### src/hw/rtl/ssg_pkg.sv
// Shared types and constants for the square spiral scan generator.
package ssg_pkg;

  // Widths of internal quantities
  localparam int unsigned POS_W   = 9;   // two's complement grid position
  localparam int unsigned SIDE_W  = 8;   // effective side, up to 127
  localparam int unsigned SQ_W    = 2 * SIDE_W;
  localparam int unsigned LEG_W   = 8;
  localparam int unsigned CELLS_W = 13;
  localparam int unsigned MOVES_W = 15;
  localparam int unsigned CFG_W   = 7;

  localparam logic [LEG_W-1:0]   LEG_MAX   = '1;
  localparam logic [CELLS_W-1:0] CELLS_MAX = '1;
  localparam logic [MOVES_W-1:0] MOVES_MAX = '1;

  // Operation codes
  localparam logic OP_START   = 1'b0;
  localparam logic OP_ADVANCE = 1'b1;

  // Leg directions in spiral order
  typedef enum logic [1:0] {
    DIR_COL_INC = 2'd0,
    DIR_ROW_INC = 2'd1,
    DIR_COL_DEC = 2'd2,
    DIR_ROW_DEC = 2'd3
  } dir_e;

  typedef struct packed {
    logic       operation;
    logic [5:0] start_row;
    logic [5:0] start_col;
  } ssg_in_t;

  typedef struct packed {
    logic                cell_valid;
    logic [CELLS_W-1:0]  cell_number;
    logic [MOVES_W-1:0]  moves_total;
    logic                scan_done;
  } ssg_out_t;

endpackage

### src/hw/rtl/ssg_walker.sv
// Spiral walk state and the combinational step/visit logic.
module ssg_walker import ssg_pkg::*; (
  input  logic              clk_i,
  input  logic              rst_ni,
  input  logic              step_en_i,
  input  ssg_in_t           item_i,
  input  logic [SIDE_W-1:0] side_i,
  input  logic [SQ_W-1:0]   side_sq_i,
  output ssg_out_t          result_o
);

  logic [POS_W-1:0]   row_q, row_d, col_q, col_d;
  logic [LEG_W-1:0]   len_q, len_d, prog_q, prog_d, prog_inc;
  dir_e               dir_q, dir_d;
  logic [CELLS_W-1:0] cells_q, cells_d;
  logic [MOVES_W-1:0] moves_q, moves_d;
  logic               fin_q, fin_d;

  logic                  in_grid;
  logic [CELLS_W-1:0]    index;
  logic                  do_visit;

  // Compute the next walk state and the result for this item
  always_comb begin
    row_d    = row_q;
    col_d    = col_q;
    len_d    = len_q;
    prog_d   = prog_q;
    dir_d    = dir_q;
    cells_d  = cells_q;
    moves_d  = moves_q;
    fin_d    = fin_q;
    do_visit = 1'b0;
    prog_inc = prog_q + LEG_W'(1);

    if (item_i.operation == OP_START) begin
      row_d    = POS_W'(item_i.start_row);
      col_d    = POS_W'(item_i.start_col);
      len_d    = LEG_W'(1);
      prog_d   = '0;
      dir_d    = DIR_COL_INC;
      cells_d  = '0;
      moves_d  = MOVES_W'(1);
      fin_d    = 1'b0;
      do_visit = 1'b1;
    end else if (!fin_q) begin
      // advance one step along the current leg
      case (dir_q)
        DIR_COL_INC: col_d = col_q + POS_W'(1);
        DIR_ROW_INC: row_d = row_q + POS_W'(1);
        DIR_COL_DEC: col_d = col_q - POS_W'(1);
        default:     row_d = row_q - POS_W'(1);
      endcase
      if (moves_q != MOVES_MAX) moves_d = moves_q + MOVES_W'(1);
      do_visit = 1'b1;
      // turn at the end of a leg, lengthen after every second leg
      if (prog_inc >= len_q) begin
        prog_d = '0;
        if (dir_q[0] && len_q != LEG_MAX) len_d = len_q + LEG_W'(1);
        dir_d = dir_e'(dir_q + 2'd1);
      end else begin
        prog_d = prog_inc;
      end
    end

    // bounds check and row-major index of the new position
    in_grid = !row_d[POS_W-1] && !col_d[POS_W-1]
              && (row_d < POS_W'(side_i)) && (col_d < POS_W'(side_i));
    index   = CELLS_W'(row_d[SIDE_W-2:0]) * CELLS_W'(side_i)
              + CELLS_W'(col_d[SIDE_W-2:0]) + CELLS_W'(1);

    result_o.cell_valid  = do_visit && in_grid;
    result_o.cell_number = result_o.cell_valid ? index : '0;
    if (result_o.cell_valid) begin
      if (cells_d != CELLS_MAX) cells_d = cells_d + CELLS_W'(1);
      if (SQ_W'(cells_d) >= side_sq_i) fin_d = 1'b1;
    end
    result_o.moves_total = moves_d;
    result_o.scan_done   = fin_d;
  end

  // Hold the walk state, advance on each item
  always_ff @(posedge clk_i or negedge rst_ni) begin
    if (!rst_ni) begin
      row_q   <= '0;
      col_q   <= '0;
      len_q   <= LEG_W'(1);
      prog_q  <= '0;
      dir_q   <= DIR_COL_INC;
      cells_q <= '0;
      moves_q <= MOVES_W'(1);
      fin_q   <= 1'b0;
    end else if (step_en_i) begin
      row_q   <= row_d;
      col_q   <= col_d;
      len_q   <= len_d;
      prog_q  <= prog_d;
      dir_q   <= dir_d;
      cells_q <= cells_d;
      moves_q <= moves_d;
      fin_q   <= fin_d;
    end
  end

endmodule

### src/hw/rtl/square_spiral_scan_generator_core.sv
// Top level of the square spiral scan generator.
//
// Each input item (start or advance) yields one result item. An item is held
// in the input register while the walker steps the spiral and computes the
// cell number (one small multiply), then in the result register. One item
// per cycle is sustained as long as results are taken. The side register
// (and its square, used for the done check) is loaded from cfg_wdata_i
// whenever cfg_we_i is high; values of 0 act as 1 and values above MAX_SIDE
// act as MAX_SIDE.
module square_spiral_scan_generator_core import ssg_pkg::*; #(
  parameter int unsigned MAX_SIDE = 64
) (
  input  logic             clk_i,
  input  logic             rst_ni,
  input  logic             cfg_we_i,
  input  logic [CFG_W-1:0] cfg_wdata_i,
  input  logic             in_valid_i,
  output logic             in_ready_o,
  input  ssg_in_t          in_data_i,
  output logic             out_valid_o,
  input  logic             out_ready_i,
  output ssg_out_t         out_data_o
);

  localparam logic [SIDE_W-1:0] MaxSide = SIDE_W'(MAX_SIDE);

  logic [SIDE_W-1:0] side_q, side_d;
  logic [SQ_W-1:0]   side_sq_q;
  logic              s1_valid_q;
  ssg_in_t           s1_data_q;
  logic              s1_move;
  logic              in_fire;
  ssg_out_t          result;
  logic              out_valid_q;
  ssg_out_t          out_data_q;

  // Clamp the written side into the supported range
  always_comb begin
    side_d = SIDE_W'(cfg_wdata_i);
    if (cfg_wdata_i == '0)   side_d = SIDE_W'(1);
    else if (side_d > MaxSide) side_d = MaxSide;
  end

  always_ff @(posedge clk_i or negedge rst_ni) begin
    if (!rst_ni) begin
      side_q    <= SIDE_W'(1);
      side_sq_q <= SQ_W'(1);
    end else if (cfg_we_i) begin
      side_q    <= side_d;
      side_sq_q <= SQ_W'(side_d) * SQ_W'(side_d);
    end
  end

  // Handshake between the input register and the result register
  assign s1_move    = s1_valid_q && (!out_valid_q || out_ready_i);
  assign in_ready_o = !s1_valid_q || s1_move;
  assign in_fire    = in_valid_i && in_ready_o;

  always_ff @(posedge clk_i or negedge rst_ni) begin
    if (!rst_ni) begin
      s1_valid_q <= 1'b0;
    end else begin
      s1_valid_q <= in_fire || (s1_valid_q && !s1_move);
    end
  end

  always_ff @(posedge clk_i) begin
    if (in_fire) s1_data_q <= in_data_i;
  end

  ssg_walker u_walker (
    .clk_i     (clk_i),
    .rst_ni    (rst_ni),
    .step_en_i (s1_move),
    .item_i    (s1_data_q),
    .side_i    (side_q),
    .side_sq_i (side_sq_q),
    .result_o  (result)
  );

  // Hold the result until the transfer completes
  always_ff @(posedge clk_i or negedge rst_ni) begin
    if (!rst_ni) begin
      out_valid_q <= 1'b0;
    end else begin
      out_valid_q <= s1_move || (out_valid_q && !out_ready_i);
    end
  end

  always_ff @(posedge clk_i) begin
    if (s1_move) out_data_q <= result;
  end

  assign out_valid_o = out_valid_q;
  assign out_data_o  = out_data_q;

  // Checks on the datapath and the stage handoff
  a_cell_nonzero: assert property (@(posedge clk_i) disable iff (!rst_ni)
    out_valid_o && out_data_o.cell_valid |-> out_data_o.cell_number != '0)
    else $error("valid cell reported with number zero");

  a_cell_zero: assert property (@(posedge clk_i) disable iff (!rst_ni)
    out_valid_o && !out_data_o.cell_valid |-> out_data_o.cell_number == '0)
    else $error("invalid cell reported with nonzero number");

  a_moves_nonzero: assert property (@(posedge clk_i) disable iff (!rst_ni)
    out_valid_o |-> out_data_o.moves_total != '0)
    else $error("move total is zero");

  a_stage_handoff: assert property (@(posedge clk_i) disable iff (!rst_ni)
    s1_move |=> out_valid_o)
    else $error("item left input register but no result is pending");

endmodule

### config.mk
export PLATFORM = sky130hd
export DESIGN_NAME = square_spiral_scan_generator_core
export DESIGN_NICKNAME = d
export VERILOG_FILES = /design/src/hw/rtl/ssg_pkg.sv /design/src/hw/rtl/ssg_walker.sv /design/src/hw/rtl/square_spiral_scan_generator_core.sv
export SDC_FILE = /design/constraint.sdc
export NUM_CORES = 1
export LEC_CHECK = 0
export BUFFER_PORTS_ARGS = -buffer_cell sky130_fd_sc_hd__buf_4
export CORE_MARGIN = 10
export CORE_UTILIZATION = 35
export DETAILED_ROUTE_END_ITERATION = 6
export GPL_TIMING_DRIVEN = 0
export PLACE_DENSITY = 0.54
export SKIP_LAST_GASP = 1
export SLEW_MARGIN = 0
export SYNTH_ARGS = -nofsm -noshare
export SYNTH_HDL_FRONTEND = slang
export SYNTH_SLANG_ARGS = --single-unit
### constraint.sdc
create_clock -name clk_i -period 7.05 [get_ports clk_i]
set_clock_uncertainty 0.1 [all_clocks]
set_input_delay 0.3525 -clock clk_i [delete_from_list [all_inputs] [get_ports clk_i]]
set_output_delay 0.3525 -clock clk_i [all_outputs]
set_load 0.02 [all_outputs]
==> flow_metrics.env, run 1 <==
export IMPL_cts_sinks=130
export IMPL_yosysTopAreaCell="dfrtp_1"
export IMPL_min_period_over_period_pct=95.3
export IMPL_p_int_mw=2.89
export IMPL_crit_arrival_ns=6.80
export IMPL_leakagePower_nw=5.88
export IMPL_crit_start="s1_data_q[12]$_DFFE_PP_"
export IMPL_track_usage_pct=15.0
export IMPL_r2r_end="out_data_o[28]$_SDFFCE_PN0P_"
export IMPL_place_ws_ns=-0.0782
export IMPL_power_switching_mw=2.52
export IMPL_n_antenna_cell=0
export IMPL_slew_headroom_pct=19.1
export IMPL_fmax_ghz=0.149
export IMPL_p_per_area_nw_per_um2=426
export IMPL_ys_flop_type="dfrtp_1"
export IMPL_avgRoutedWirePerCell_microns=16.7
export IMPL_yosysWarnings=0
export IMPL_ir_drop_mv=0.281
export IMPL_worstPathMaxFanout=10
export IMPL_synth_edff_count=43
export IMPL_required_ns=7.13
export IMPL_seqPwrFrac_pct=21.8
export IMPL_die_h_microns=198
export IMPL_holdCritStartpoint="in_data_i[12]"
export IMPL_drt_initial_drc_count=558
export IMPL_htreeDepth=4
export IMPL_clk_path_buf_depth=2
export IMPL_power_frac_comb_pct=62.5
export IMPL_finalHoldViolations=0
export IMPL_layout_nets=1478
export IMPL_reg2reg_slack_ns=0.33
export IMPL_maxCapViolations=0
export IMPL_grt_overflow=0
export IMPL_yosysTopAreaCellShare_pct=19.0
export IMPL_syn_inst=1194
export IMPL_setup_viol=0
export IMPL_setup_total_negative_slack_ns=0
export IMPL_grt_pass1_wl_mm=47.0
export IMPL_areaGrowthSynthToFinish_pct=14.9
export IMPL_cts_buffers=17
export IMPL_grt_max_degree=88
export IMPL_place_inst=1658
export IMPL_vias=8787
export IMPL_grt_pass1_vias=8665
export IMPL_cts_tree="done"
export IMPL_ant_nets=0
export IMPL_hold_ws_ns=0.0176
export IMPL_die_area_sq_um=39100
export IMPL_path_class="flop to flop"
export IMPL_utilization_pct=40.5
export IMPL_synth_cell_type_count=79
export IMPL_core_region_area_sq_um=31400
export IMPL_stdcell_count=1700
export IMPL_finalPower_mw=5.41
export IMPL_io_buffers=55
export IMPL_rows=65
export IMPL_r2r_start="s1_data_q[12]$_DFFE_PP_"
export IMPL_cts_root_buffer="clkbuf_16"
export IMPL_tightest_slew_ns=1.21
export IMPL_startpoint_type="flop"
export IMPL_synthArstFlopShare_pct=66.9
export IMPL_period_minus_slack_ns=6.72
export IMPL_antenna_found_initial=0
export IMPL_routed_wirelength_mm=28.4
export IMPL_synth_area_leaders="dfrtp_1 19%, ha_1 13%, edfxtp_1 12%"
export IMPL_synth_seq_area_share_pct=31.4
export IMPL_worstHoldEndpoint="s1_data_q[12]$_DFFE_PP_"
export IMPL_ioPinCount=57
export IMPL_dpl_hpwl_mm=21.3
export IMPL_outcome="complete, no violations"
export IMPL_p_clk_share_pct=15.7
export IMPL_rsz0062_at_grt="yes"
export IMPL_syn_area_per_cell_sq_um=9.25
export IMPL_hold_depth=1
export IMPL_synthesis_area_sq_um=11000
export IMPL_remaining_drc_errors=0
export IMPL_final_area_sq_um=12700
export IMPL_placed_area_sq_um=12000
export IMPL_finalWeightedCongestion=0.851
export IMPL_worst_slack_ns=0.332
export IMPL_hp_class="input pin to flop"
export IMPL_clock_latency_ns=0.43
export IMPL_crit_path_end_kind="flop"
export IMPL_maxSlewViolCount=0
export IMPL_drive_gt1_share_pct=10.5
export IMPL_cts_clk_slew_worst_paths_ns=0.06
export IMPL_first_pass_iters=5
export IMPL_viasPerCell=5.17
export IMPL_start_util_pct=35.2
export IMPL_post_cts_setup_buffer_count=0
export IMPL_ys_seq_elements=130
export IMPL_reg2reg_depth=19
export IMPL_die_w_microns=198
export IMPL_swShare_pct=46.6
worst max-delay path, stage by stage, from the launching register on:
cell	delay, ns
edfxtp_1	0.52
buf_2	0.30
buf_2	0.32
buf_2	0.37
buf_1	0.48
nor2_1	0.10
a31oi_1	0.61
and2_1	0.24
fa_1	0.43
fa_1	0.47
fa_1	0.54
inv_1	0.05
fa_1	0.53
inv_1	0.04
ha_1	0.36
and2_1	0.21
a311oi_2	0.39
o31ai_1	0.16
xnor2_1	0.16
nor2_1	0.05
cell usage in the layout, fill, tap and decap left out, types with 12 or more instances in the layout:
| cell | synthesis | routed |
|---|---|---|
| fa_1 | 50 | 50 |
| mux2i_1 | 17 | 17 |
| edfxtp_1 | 43 | 43 |
| or3_1 | 12 | 12 |
| a21o_1 | 15 | 15 |
| nor3_1 | 23 | 23 |
| nand3_1 | 28 | 28 |
| xnor2_1 | 31 | 31 |
| and3_1 | 18 | 18 |
| and2_1 | 50 | 50 |
| buf_4 | 1 | 56 |
| a21oi_1 | 32 | 30 |
| nor4_1 | 12 | 12 |
| nand4_1 | 17 | 17 |
| dfrtp_1 | 84 | 84 |
| clkbuf_16 | 0 | 18 |
| o21ai_0 | 63 | 63 |
| nand2_1 | 141 | 141 |
| xor2_1 | 21 | 21 |
| clkbuf_1 | 29 | 31 |
| ha_1 | 118 | 118 |
| inv_1 | 123 | 123 |
| o211ai_1 | 12 | 12 |
| nor2_1 | 86 | 86 |
| nor2b_1 | 13 | 13 |
sequential cells by signal (all words and copies together) (netlist names):
signal / cells
side_sq_q: 14
u_walker.fin_q: 1
out_valid_o: 1
out_data_o: 30
u_walker.len_q: 8
u_walker.prog_q: 8
side_q: 6
s1_valid_q: 1
u_walker.cells_q: 13
u_walker.row_q: 9
u_walker.moves_q: 15
s1_data_q: 13
u_walker.col_q: 9
u_walker.dir_q: 2
worst max path at each step:
| stage | endpoint | slack (ns) | cells past startpoint |
|---|---|---|---|
| CTS | out_data_o[28]$_SDFFCE_PN0P_ | 0.003 | 22 |
| floorplan | out_data_o[27]$_SDFFCE_PN0P_ | 0.90 | 22 |
| finish | out_data_o[28]$_SDFFCE_PN0P_ | 0.33 | 19 |
| global placement | out_data_o[28]$_SDFFCE_PN0P_ | -0.09 | 21 |
| global route | out_data_o[28]$_SDFFCE_PN0P_ | -0.03 | 21 |
| detailed placement | out_data_o[28]$_SDFFCE_PN0P_ | -0.08 | 21 |
synthesized netlist by cell type (all sizes together), types with 4 or more instances:
master	number
o311ai	6
mux2	12
nand3b	5
and4	7
a221o	9
nand2	141
o21a	4
a211oi	9
a31oi	12
a21o	15
a31o	4
and2	51
nor4	13
edfxtp	43
a21oi	32
nand2b	11
dfrtp	84
clkbuf	29
o31ai	6
xor2	21
o21ai	66
inv	123
nand4	18
o21bai	7
nor2	86
xnor2	31
or3	12
o211ai	12
and3	18
nor2b	13
nand3	28
mux2i	17
buf	11
fa	50
ha	118
nor3	24
final cells by class:
class                   count  area, sq um
multi-input cells         907         6980
clock inverters            11         90.1
plain buffers              40          198
fillers                  3131        18700
flip-flops and latches    130         3470
clock buffers              21          462
inverters                 123          462
well taps                 402          503
repair buffers             66          533
routing by layer:
layer / share of wire [%] / up-vias / GRT usage (%)
met4: 1.6 / 0 / 4.76
met5: 0 / - / 0
li1: - / 4339 / -
met3: 4.3 / 23 / 2.28
met1: 49 / 4242 / 20.6
met2: 45 / 183 / 23.7
repair_timing:
| item | CTS | global route |
|---|---|---|
| resized for setup | 1 | 7 |
| endpoints found under the hold margin | 10 | 0 |
| pin swaps | 0 | 0 |
| hold buffers | 10 | 0 |
| setup endpoints to repair | 2 | 4 |
| gates cloned | 0 | 0 |
logic make-up (layout without fill, tap and decap cells):
| family | Yosys count | in the layout | share of synthesized area (%) |
|---|---|---|---|
| buffers and inverters | 163 | 261 | 5.96 |
| multiplexers | 29 | 29 | 2.80 |
| other | 2 | 8 | 0.0680 |
| flip-flops | 130 | 130 | 31.4 |
| AO/OA/AOI/OAI | 210 | 210 | 13.1 |
| AND/OR/NAND/NOR | 440 | 440 | 20.1 |
| adder cells (fa/ha/maj) | 168 | 168 | 22.4 |
| XOR/XNOR | 52 | 52 | 4.12 |
power by group through the flow:
stage          combinational [mW]  sequential [mW]  clock [mW]
2_1_floorplan                2.50             1.22           0
3_3_place_gp                 3.29             1.19           0
3_5_place_dp                 3.33             1.19           0
4_1_cts                      3.37             1.18       0.874
5_1_grt                      3.86             1.21       0.905
6_report                     3.38             1.18       0.849
Power figures use the tool's default switching activity.
==> inputs of run 2 (changes only) <==
--- a/config.mk
+++ b/config.mk
@@ -6,6 +6,7 @@
 export NUM_CORES = 1
 export LEC_CHECK = 0
 export BUFFER_PORTS_ARGS = -buffer_cell sky130_fd_sc_hd__buf_4
+export CAP_MARGIN = 20
 export CORE_MARGIN = 10
 export CORE_UTILIZATION = 35
 export DETAILED_ROUTE_END_ITERATION = 6
==> constraint.sdc (replaced) <==
create_clock -name clk_i -period 7.05 [get_ports clk_i]
set_clock_uncertainty 0.1 [all_clocks]
set_input_delay 1.41 -clock clk_i [delete_from_list [all_inputs] [get_ports clk_i]]
set_output_delay 1.41 -clock clk_i [all_outputs]
set_load 0.02 [all_outputs]
==> run 2 against run 1 <==
Flip-flop and latch count unchanged. Non-clock buffer count fell by 6. Worst setup slack better by 0.050 ns. Sequential power about the same. Register-to-register slack gained 0.05 ns. Core utilization shrank 0.14 points. Critical endpoint unchanged. Largest cell class unchanged. Total power grew 0.45%. Critical path depth grew 2. Combinational power barely moved. Sequential share of layout area grew 0.092 points. Design area fell by 0.33%. Clock power rose by 0.8%.
==> flow_metrics.env, run 2 (synthesis gave the netlist of run 1 again) <==
export IMPL_outcome="complete, no violations"
export IMPL_track_usage_pct=15.0
export IMPL_drt_initial_drc_count=573
export IMPL_crit_arrival_ns=6.76
export IMPL_holdCritStartpoint="side_sq_q[11]$_DFFE_PN0P_"
export IMPL_slew_headroom_pct=37.6
export IMPL_path_class="flop to flop"
export IMPL_layout_commonest_cell="nand2_1"
export IMPL_final_area_sq_um=12700
export IMPL_startpoint_type="flop"
export IMPL_fill_cells=3169
export IMPL_worst_slack_ns=0.382
export IMPL_rows=65
export IMPL_ioPinCount=57
export IMPL_m1WireLength_mm=14.2
export IMPL_clk_path_buf_depth=2
export IMPL_viasPerCell=5.17
export IMPL_grt_pass1_vias=8518
export IMPL_rsz0062_at_grt="no"
export IMPL_remaining_drc_errors=0
export IMPL_grt_overflow=0
export IMPL_cts_tree="done"
export IMPL_first_pass_iters=5
export IMPL_avgRoutedWirePerCell_microns=16.8
export IMPL_finalHoldViolations=0
export IMPL_reg2reg_depth=21
export IMPL_final_cell_mix="141 x nand2_1, 123 x inv_1, 118 x ha_1"
export IMPL_highest_layer="met4"
export IMPL_cts_root_buffer="clkbuf_16"
export IMPL_ir_drop_mv=0.342
export IMPL_hold_depth=2
export IMPL_hold_buffers=0
export IMPL_worstPathMaxFanout=10
export IMPL_grt_pass1_wl_mm=46.5
export IMPL_io_buffers=55
export IMPL_fmax_ghz=0.150
export IMPL_p_per_area_nw_per_um2=430
export IMPL_clock_latency_ns=0.45
export IMPL_setup_viol=0
export IMPL_crit_start="u_walker.dir_q[0]$_DFFE_PN0P_"
export IMPL_placed_area_sq_um=12000
export IMPL_maxCapViolations=0
export IMPL_maxSlewViolCount=0
export IMPL_crit_path_end_kind="flop"
export IMPL_die_w_microns=198
export IMPL_routed_wl_met3_mm=1.17
export IMPL_cts_buffers=17
export IMPL_areaGrowthSynthToFinish_pct=14.6
export IMPL_die_h_microns=198
export IMPL_finalWeightedCongestion=0.851
export IMPL_tightest_slew_ns=0.936
export IMPL_leakagePower_nw=5.87
export IMPL_die_area_sq_um=39100
export IMPL_ant_nets=0
export IMPL_finalPower_mw=5.44
export IMPL_cts_clk_slew_worst_paths_ns=0.06
export IMPL_place_ws_ns=-0.0887
export IMPL_antenna_found_initial=0
export IMPL_routed_wirelength_mm=28.5
export IMPL_layout_nets=1472
export IMPL_period_minus_slack_ns=6.67
export IMPL_required_ns=7.14
export IMPL_min_period_over_period_pct=94.6
export IMPL_core_region_area_sq_um=31400
export IMPL_start_util_pct=35.2
export IMPL_hp_class="flop to flop"
export IMPL_dpl_hpwl_mm=21.4
export IMPL_grt_max_degree=53
export IMPL_n_antenna_cell=0
export IMPL_r2r_start="u_walker.dir_q[0]$_DFFE_PN0P_"
export IMPL_vias=8763
export IMPL_drive_gt1_share_pct=10.9
export IMPL_largest_reg_flops=30
export IMPL_met2_length_mm=12.7
export IMPL_cts_sinks=130
export IMPL_htreeDepth=4
[run 2: metrics by stage]
| step | utilization, % | cells | TNS, ns | hold WS, ns |
|---|---|---|---|---|
| final | 40.3 | 1694 | 0 | 0.394 |
| after global routing | 40.3 | 1694 | 0 | 0.422 |
| after CTS | 40.1 | 1691 | 0 | 0.394 |
| after detailed placement | 38.3 | 1659 | -0.153 | 0.378 |
| after global placement | 38.2 | 1657 | -0.123 | 0.378 |
| after floorplan | - | 1200 | 0 | 0.349 |
[run 2: cell type report]
class | count | area, sq um | area share (%)
Multi-Input combinational cell | 907 | 6990 | 55.2
Sequential cell | 130 | 3470 | 27.4
Tap cell | 402 | 503 | 3.97
Timing Repair Buffer | 60 | 483 | 3.82
Clock buffer | 21 | 462 | 3.65
Inverter | 123 | 462 | 3.65
Buffer | 40 | 198 | 1.56
Clock inverter | 11 | 91.3 | 0.722
[run 2: critical path: stages (launching register included)]
cell and delay (ns):
dfrtp_1 0.43, inv_1 0.13, ha_1 0.39, buf_6 0.22, or3_1 0.36, clkbuf_1 0.17
clkbuf_1 0.25, or3_1 0.46, a31oi_4 0.32, and2_1 0.20, fa_1 0.40, fa_1 0.47
fa_1 0.54, inv_1 0.05, fa_1 0.54, inv_1 0.04, ha_1 0.36, and2_1 0.21
a311oi_2 0.40, o31ai_1 0.16, xnor2_1 0.15, nor2_1 0.05
[run 2: final timing paths]
| path | endpoint | slack [ns] |
|---|---|---|
| max | out_data_o[28]$_SDFFCE_PN0P_ | 0.38 |
| min | side_sq_q[11]$_DFFE_PN0P_ | 0.39 |
| max reg2reg | out_data_o[28]$_SDFFCE_PN0P_ | 0.38 |
| min reg2reg | side_sq_q[11]$_DFFE_PN0P_ | 0.39 |
| max in group asynchronous | side_sq_q[0]$_DFFE_PN1P_ | 5.27 |
| min in group asynchronous | u_walker.moves_q[7]$_DFFE_PN0P_ | 0.85 |
[run 2: where the power goes]
group | switching [mW] | internal [mW] | total (mW)
Sequential | 0.167 | 1.02 | 1.18
Combinational | 1.99 | 1.41 | 3.40
Clock | 0.378 | 0.477 | 0.856
[run 2: per-layer routing]
metal | track usage, % | up-vias
met5 | 0 | -
met2 | 23.1 | 146
met4 | 4.13 | 0
li1 | - | 4325
met3 | 2.86 | 30
met1 | 20.8 | 4262
[run 2: repair_timing]
action                                  in CTS  in global routing
setup buffers                                0                  3
gates resized for setup                      2                  7
endpoints found under the setup margin       2                  4
pin swaps                                    0                  1
hold endpoints to repair                     0                  0
